`src/design/lmm_pkg.sv`:
```
// Shared types, constants and helpers of the level meter.
package lmm_pkg;

  localparam int unsigned CFG_IDX_W = 1;
  localparam logic [CFG_IDX_W-1:0] REG_SAMPLES_ARE_VOLTS = 1'b0;
  localparam logic [CFG_IDX_W-1:0] REG_SENSITIVITY       = 1'b1;
  localparam logic [31:0] SENS_RESET = 32'h0001_0000;
  localparam logic [6:0] DIV_STEPS  = 7'd64;
  localparam logic [6:0] SQRT_STEPS = 7'd32;

  typedef enum logic [2:0] {
    ST_ACC, ST_DRAIN, ST_LOAD, ST_RUN, ST_EMIT
  } state_t;

  typedef enum logic [2:0] {
    JOB_MEAN, JOB_MS, JOB_SQRT, JOB_PMAX, JOB_PMIN, JOB_PMEAN, JOB_PRMS
  } job_t;

  typedef struct packed {
    logic load;
    logic step;
    logic store;
    logic emit;
    job_t job;
  } cmd_t;

  typedef struct packed {
    logic pipe_busy;
    logic done;
  } status_t;

  function automatic logic signed [31:0] sat32(input logic signed [64:0] v);
    logic signed [31:0] r;
    if (v > 65'sd2147483647) r = 32'sh7FFF_FFFF;
    else if (v < -65'sd2147483648) r = 32'sh8000_0000;
    else r = v[31:0];
    return r;
  endfunction

endpackage

```
`src/design/lmm_ctrl.sv`:
```
// Sequencing state machine of the level meter.
module lmm_ctrl (
  input  logic            clk,
  input  logic            rst_n,
  input  logic            in_valid,
  input  logic            in_last,
  input  logic            out_ready,
  input  lmm_pkg::status_t status,
  output logic            in_ready,
  output logic            out_valid,
  output lmm_pkg::cmd_t   cmd
);
  import lmm_pkg::*;

  state_t state_r, state_nxt;
  job_t   job_r, job_nxt;
  logic   out_valid_r, out_valid_nxt;

  always_ff @(posedge clk) begin
    if (!rst_n) begin
      state_r     <= ST_ACC;
      job_r       <= JOB_MEAN;
      out_valid_r <= 1'b0;
    end else begin
      state_r     <= state_nxt;
      job_r       <= job_nxt;
      out_valid_r <= out_valid_nxt;
    end
  end

  always_comb begin
    state_nxt = state_r;
    job_nxt   = job_r;
    case (state_r)
      ST_ACC: begin
        if (in_valid && in_last) state_nxt = ST_DRAIN;
      end
      ST_DRAIN: begin
        if (!status.pipe_busy) begin
          state_nxt = ST_LOAD;
          job_nxt   = JOB_MEAN;
        end
      end
      ST_LOAD: state_nxt = ST_RUN;
      ST_RUN: begin
        if (status.done) begin
          state_nxt = ST_LOAD;
          case (job_r)
            JOB_MEAN:  job_nxt = JOB_MS;
            JOB_MS:    job_nxt = JOB_SQRT;
            JOB_SQRT:  job_nxt = JOB_PMAX;
            JOB_PMAX:  job_nxt = JOB_PMIN;
            JOB_PMIN:  job_nxt = JOB_PMEAN;
            JOB_PMEAN: job_nxt = JOB_PRMS;
            default:   state_nxt = ST_EMIT;
          endcase
        end
      end
      ST_EMIT: begin
        if (!out_valid_r || out_ready) state_nxt = ST_ACC;
      end
      default: state_nxt = ST_ACC;
    endcase
  end

  always_comb begin
    in_ready  = (state_r == ST_ACC);
    cmd.load  = (state_r == ST_LOAD);
    cmd.step  = (state_r == ST_RUN) && !status.done;
    cmd.store = (state_r == ST_RUN) && status.done;
    cmd.emit  = (state_r == ST_EMIT) && (!out_valid_r || out_ready);
    cmd.job   = job_r;
    out_valid = out_valid_r;
    if (cmd.emit) out_valid_nxt = 1'b1;
    else if (out_ready) out_valid_nxt = 1'b0;
    else out_valid_nxt = out_valid_r;
  end

endmodule

```
`config.mk`:
```
export PLATFORM = sky130hd
export DESIGN_NAME = lmm_ctrl
export DESIGN_NICKNAME = d
export VERILOG_FILES = /design/src/design/lmm_pkg.sv /design/src/design/lmm_ctrl.sv
export SDC_FILE = /design/constraint.sdc
export NUM_CORES = 1
export LEC_CHECK = 0
export BUFFER_PORTS_ARGS = -buffer_cell sky130_fd_sc_hd__buf_2
export CAP_MARGIN = 20
export CORE_AREA = 3 3 40 42
export CTS_BUF_LIST = sky130_fd_sc_hd__clkbuf_8
export DETAILED_ROUTE_END_ITERATION = 16
export DIE_AREA = 0 0 43 45
export MAX_ROUTING_LAYER = met4
export PLACE_DENSITY = 0.71
export RECOVER_POWER = 50
export SLEW_MARGIN = 5
export SYNTH_ARGS = -nofsm -noshare
export SYNTH_HDL_FRONTEND = slang
export SYNTH_SLANG_ARGS = --single-unit
```
`constraint.sdc`:
```
create_clock -name clk -period 2.2 [get_ports clk]
set_clock_uncertainty 0.05 [all_clocks]
set_input_delay 0.22 -clock clk [delete_from_list [all_inputs] [get_ports clk]]
set_output_delay 0.22 -clock clk [all_outputs]
set_load 0.02 [all_outputs]
```
# After elaboration in Yosys (flattened, before gate mapping)
# Cells that the tools add are included.
[word_totals]
word_cells = 43
out_inout_bits = 9
register_bits = 7
inputBits = 7
[classes]
n_mux = 12
eq_ne = 14
reduce_logical = 14
[op_table]
columns = ["cell", "count"]
rows = [
  ["two-way mux 3 bit", 7],
  ["one-hot mux 3 bit (6 select lines)", 1],
  ["one-hot mux 3 bit (5 select lines)", 1],
  ["== test 3 x 2 -> 1 bit (second input constant)", 4],
  ["== test 3 bit (second input constant)", 3],
  ["AND reduction 4 bit", 2],
  ["!= test 7 x 1 -> 1 bit (second input constant)", 1],
  ["== test 3 x 1 -> 1 bit (second input constant)", 2],
  ["logical NOT 3 bit", 2],
  ["!= test 2 bit (second input constant)", 3],
  ["one-hot mux 3 bit (2 select lines)", 1],
  ["OR reduction 6 bit", 1],
  ["logical AND 1 bit", 4],
  ["nonzero test 2 bit", 2],
  ["logical NOT 1 bit", 2],
  ["two-way mux 1 bit", 2],
  ["!= test 2 x 1 -> 1 bit (second input constant)", 1],
  ["logical OR 1 bit", 1],
]

# Depth between registers and ports, before layout
[logic_depth]
ltp_word = 5
depth_mapped = 7
mapped_depth_nobuf = 6

# Worst setup path after synthesis
# No wires, ideal clock.
[synth_path]
path_kind = "register -> register"
from = "register job_r[1]"
to = "register job_r[0]"
path_stages_with_launch = 7
setup_time_ps = 60
t_required_ps = 2090
period_less_slack_ps = 1923
path_slack_ps = 277
arrival_ps = 1813
path_buffers = 1
cell_sequence = "dfxtp_1 > clkbuf_1 > inv_1 > ha_1 > o2111ai_1 > or4_1 > nand2_1"
[synth_via]
elab_chain_len = 4
elab_cells_between_ends = 11
cone_classes = "eq/ne (6); mux (3); reduce/logical (2)"
[synth_lines]
columns = ["element", "line", "source"]
rows = [
  ["from (decl)", "lmm_ctrl.sv:16", "job_t job_r, job_nxt;"],
  ["from (signal assigned)", "lmm_ctrl.sv:26", "job_r <= job_nxt;"],
  ["== test 3 bit, or another cell as far along", "lmm_ctrl.sv:48", "case (job_r)"],
  ["one-hot mux 3 bit (6 select lines)", "lmm_ctrl.sv:48", ""],
  ["two-way mux 3 bit", "lmm_ctrl.sv:46", "if (status.done) begin"],
  ["one-hot mux 3 bit (2 select lines)", "lmm_ctrl.sv:34", "case (state_r)"],
]
# Several ways; a longest one is shown, not always the timed one. The select of a mux whose other input is x is not followed.
# A chain may end at the register's enable or synchronous reset.

# Worst setup path after layout
# Ends and elaborated chain as after synthesis.

==> flow_metrics.py <==
metrics = {
    "worst_hold_path": {
        "holdCritPathClass": "input pin to flip-flop",
        "hold_depth": 3,
        "hold_start": "in_last",
    },
    "synth": {
        "synth-simple-area-share_pct": 35.3,
        "synth_edf_count": 0,
        "synth_top_family_by_area": "simple AND/OR/NAND/NOR gates",
        "synthDistinctLibCells": 36,
        "synth_area_um2": 489,
        "avgSynthCellArea_um2": 8.02,
        "async_flop_share_pct": 0,
        "ys_ff_latch": 7,
        "synthXorXnorAreaFrac_pct": 0,
        "yosys-mux-area-fraction_pct": 0,
        "synthCells": 61,
        "yosysSeqAreaShare_pct": 28.6,
        "synthAdderAreaFrac_pct": 5.12,
        "syn_nets": 70,
        "synth-compound-area-share_pct": 25.1,
        "ys.flop_type": "dfxtp_1",
        "synth.yosys.warnings": 0,
    },
    "status": {
        "status": "finished, final reports clean",
    },
    "die": {
        "die_w_um": 43,
        "die-height_um": 45,
        "coreArea_um2": 1280,
        "die-area_um2": 1940,
        "start_util_pct": 38.1,
        "num_rows": 13,
        "ios": 16,
    },
    "routing": {
        "drc": 0,
        "drt.antenna.violating_nets": 0,
        "dr.pass1.iters": 4,
        "vias": 500,
        "drtIter0Drc": 7,
        "viasPerCell": 5.43,
        "wl_um": 1180,
        "post_drt_wl_per_cell_um": 12.8,
    },
    "placement": {
        "dp_hpwl_um": 866,
        "io_buffer_count": 15,
        "place_area_um2": 569,
        "place.gp.congestion": 0.824,
    },
    "critical_path": {
        "arrival_ns": 2.00,
        "required_ns": 2.32,
        "start_kind": "flip-flop",
        "cp_max_fo": 10,
        "critPathTopFamily": "simple AND/OR/NAND/NOR gates",
        "crit_chain": "inv_1 -> ha_1 -> o2111ai_1 -> or4_1 -> nand2_1",
        "critPathMaxStageDelay_ns": 0.52,
        "critPathLaunch": "job_r[1]",
        "endpoint_kind": "flip-flop",
        "path_class": "flip-flop to flip-flop",
        "rr_startpoint": "job_r[1]",
        "reg2regPathDepth": 5,
        "cp_slowest_cell": "or4_1",
        "path_buf_inv": 1,
        "cp.depth": 5,
    },
    "global_route": {
        "grt_pass1_vias": 452,
        "grt_max_degree": 13,
        "grt_pass1_wl_um": 2010,
        "grt.overflow.total": 0,
        "grt_antenna_before_repair": 0,
        "gr-usage-all-layers_pct": 14.5,
    },
    "layout": {
        "layout_common_cells": "buf_2 (11), dfxtp_1 (7), nand2_1 (6), nor2_1 (5), clkbuf_1 (5)",
        "final_cell_area_um2": 598,
        "layout_commonest_cell": "buf_2",
        "fin_nets": 87,
        "area_growth_pct": 22.3,
        "num_antenna_cells": 0,
        "layout-drive-gt1-share_pct": 26.0,
    },
    "clock_network": {
        "cts.repair.resized": 0,
        "post_cts_buffers": 0,
        "clockRootBuffer": "clkbuf_8",
        "cts_tree": "done",
        "clkSinkCount": 7,
        "clkLatencyLatePin_ns": 0.23,
        "path_clk_slew_ns": 0.04,
        "cts.hold.buffers_added": 0,
        "htree_levels": 1,
        "cts_buffers": 3,
        "cts_buffer_depth": 2,
    },
    "pwr": {
        "p_sw_w": 0.0000933,
        "p_seq_share_pct": 37.1,
        "pwr_density_cell_nw_per_um2": 607,
        "internal-power_w": 0.000270,
        "comb_power_share_pct": 12.6,
        "p_sw_share_pct": 25.7,
        "leakagePower_nw": 0.243,
        "clockPowerShare_pct": 50.3,
        "max-vdd-ir-drop_uv": 359,
    },
    "sta": {
        "max_clock_freq_mhz": 532,
        "setup_violations": 0,
        "relSlewSlack_pct": 67.9,
        "rsz0062_at_grt": "no",
        "setup_tns_ns": 0,
        "hold_viol_final": 0,
        "final_period_minus_worst_setup_slack_ns": 1.88,
        "tightest_slew_ns": 0.481,
        "drv_slew": 0,
        "hold_slack_ns": 0.202,
        "fin_crit_sh_pct": 85.4,
    },
    "flow_run": {
        "timing.max_cap.violations": 0,
    },
}
-- Yosys cell counts (2+ instances only) --
master,count,area (um^2)
and3_1,2,12.5
a211oi_1,2,15.0
nand2b_1,2,12.5
o31a_2,2,20.0
a21oi_1,2,10.0
o21ai_0,3,15.0
and2_2,2,15.0
inv_1,2,7.51
nor2_1,4,15.0
and2_1,2,12.5
ha_1,2,25.0
dfxtp_1,7,140
nand2_1,6,22.5
-- path summary, 6_finish.rpt --
check	endpoint	slack [ns]
max	job_r[0]	0.32
min	state_r[0]	0.20
max reg2reg	job_r[0]	0.32
min reg2reg	out_valid	0.48
-- layer usage --
metal / up-vias / track usage (%) / wire (um)
li1: 258 / - / -
met1: 223 / 17.6 / 515
met2: 17 / 21.9 / 539
met3: 2 / 6.77 / 112
met4: 0 / 3.61 / 8
met5: - / - / 0
-- power by group through the flow --
| stage | registers (W) | logic (W) | clock network [W] |
|---|---|---|---|
| floorplan | 0.000137 | 0.0000322 | 0 |
| global placement | 0.000137 | 0.0000485 | 0 |
| detailed placement | 0.000137 | 0.0000490 | 0 |
| CTS | 0.000135 | 0.0000493 | 0.000187 |
| global route | 0.000135 | 0.0000511 | 0.000198 |
| finish | 0.000135 | 0.0000459 | 0.000183 |
-- cell type report --
class | count | area, um^2
clock buffer | 3 | 41.3
multi-input combinational | 48 | 313
inverter | 2 | 7.51
timing repair buffer | 16 | 73.8
fill | 136 | 687
tap | 15 | 18.8
clock inverter | 1 | 3.75
sequential | 7 | 140
-- stage by stage --
step | worst slack (ns) | power [W] | instances | utilization [%]
after detailed placement | 0.386 | 0.000186 | 88 | 44.3
after global routing | 0.207 | 0.000385 | 92 | 46.5
after CTS | 0.357 | 0.000371 | 92 | 47.8
after floorplan | 0.277 | 0.000169 | 61 | -
after global placement | 0.454 | 0.000185 | 88 | 44.3
final | 0.321 | 0.000363 | 92 | 46.5
-- registers in the layout, indices dropped and copies added, names as in the netlist --
register and cells:
out_valid 1, state_r 3, job_r 3
-- worst register-to-register path: stages (launching register included) --
cell	delay, ns
dfxtp_1	0.49
inv_1	0.14
ha_1	0.41
o2111ai_1	0.14
or4_1	0.52
nand2_1	0.06
-- logic make-up (layout without fill, tap and decap cells) --
group,count (synthesis),after routing
adders and majority gates,2,2
DFF,7,7
and+or+nand+nor,29,29
AOI/OAI and AO/OA,17,17
buffers and inverters,6,22
Power figures use the tool's default switching activity.
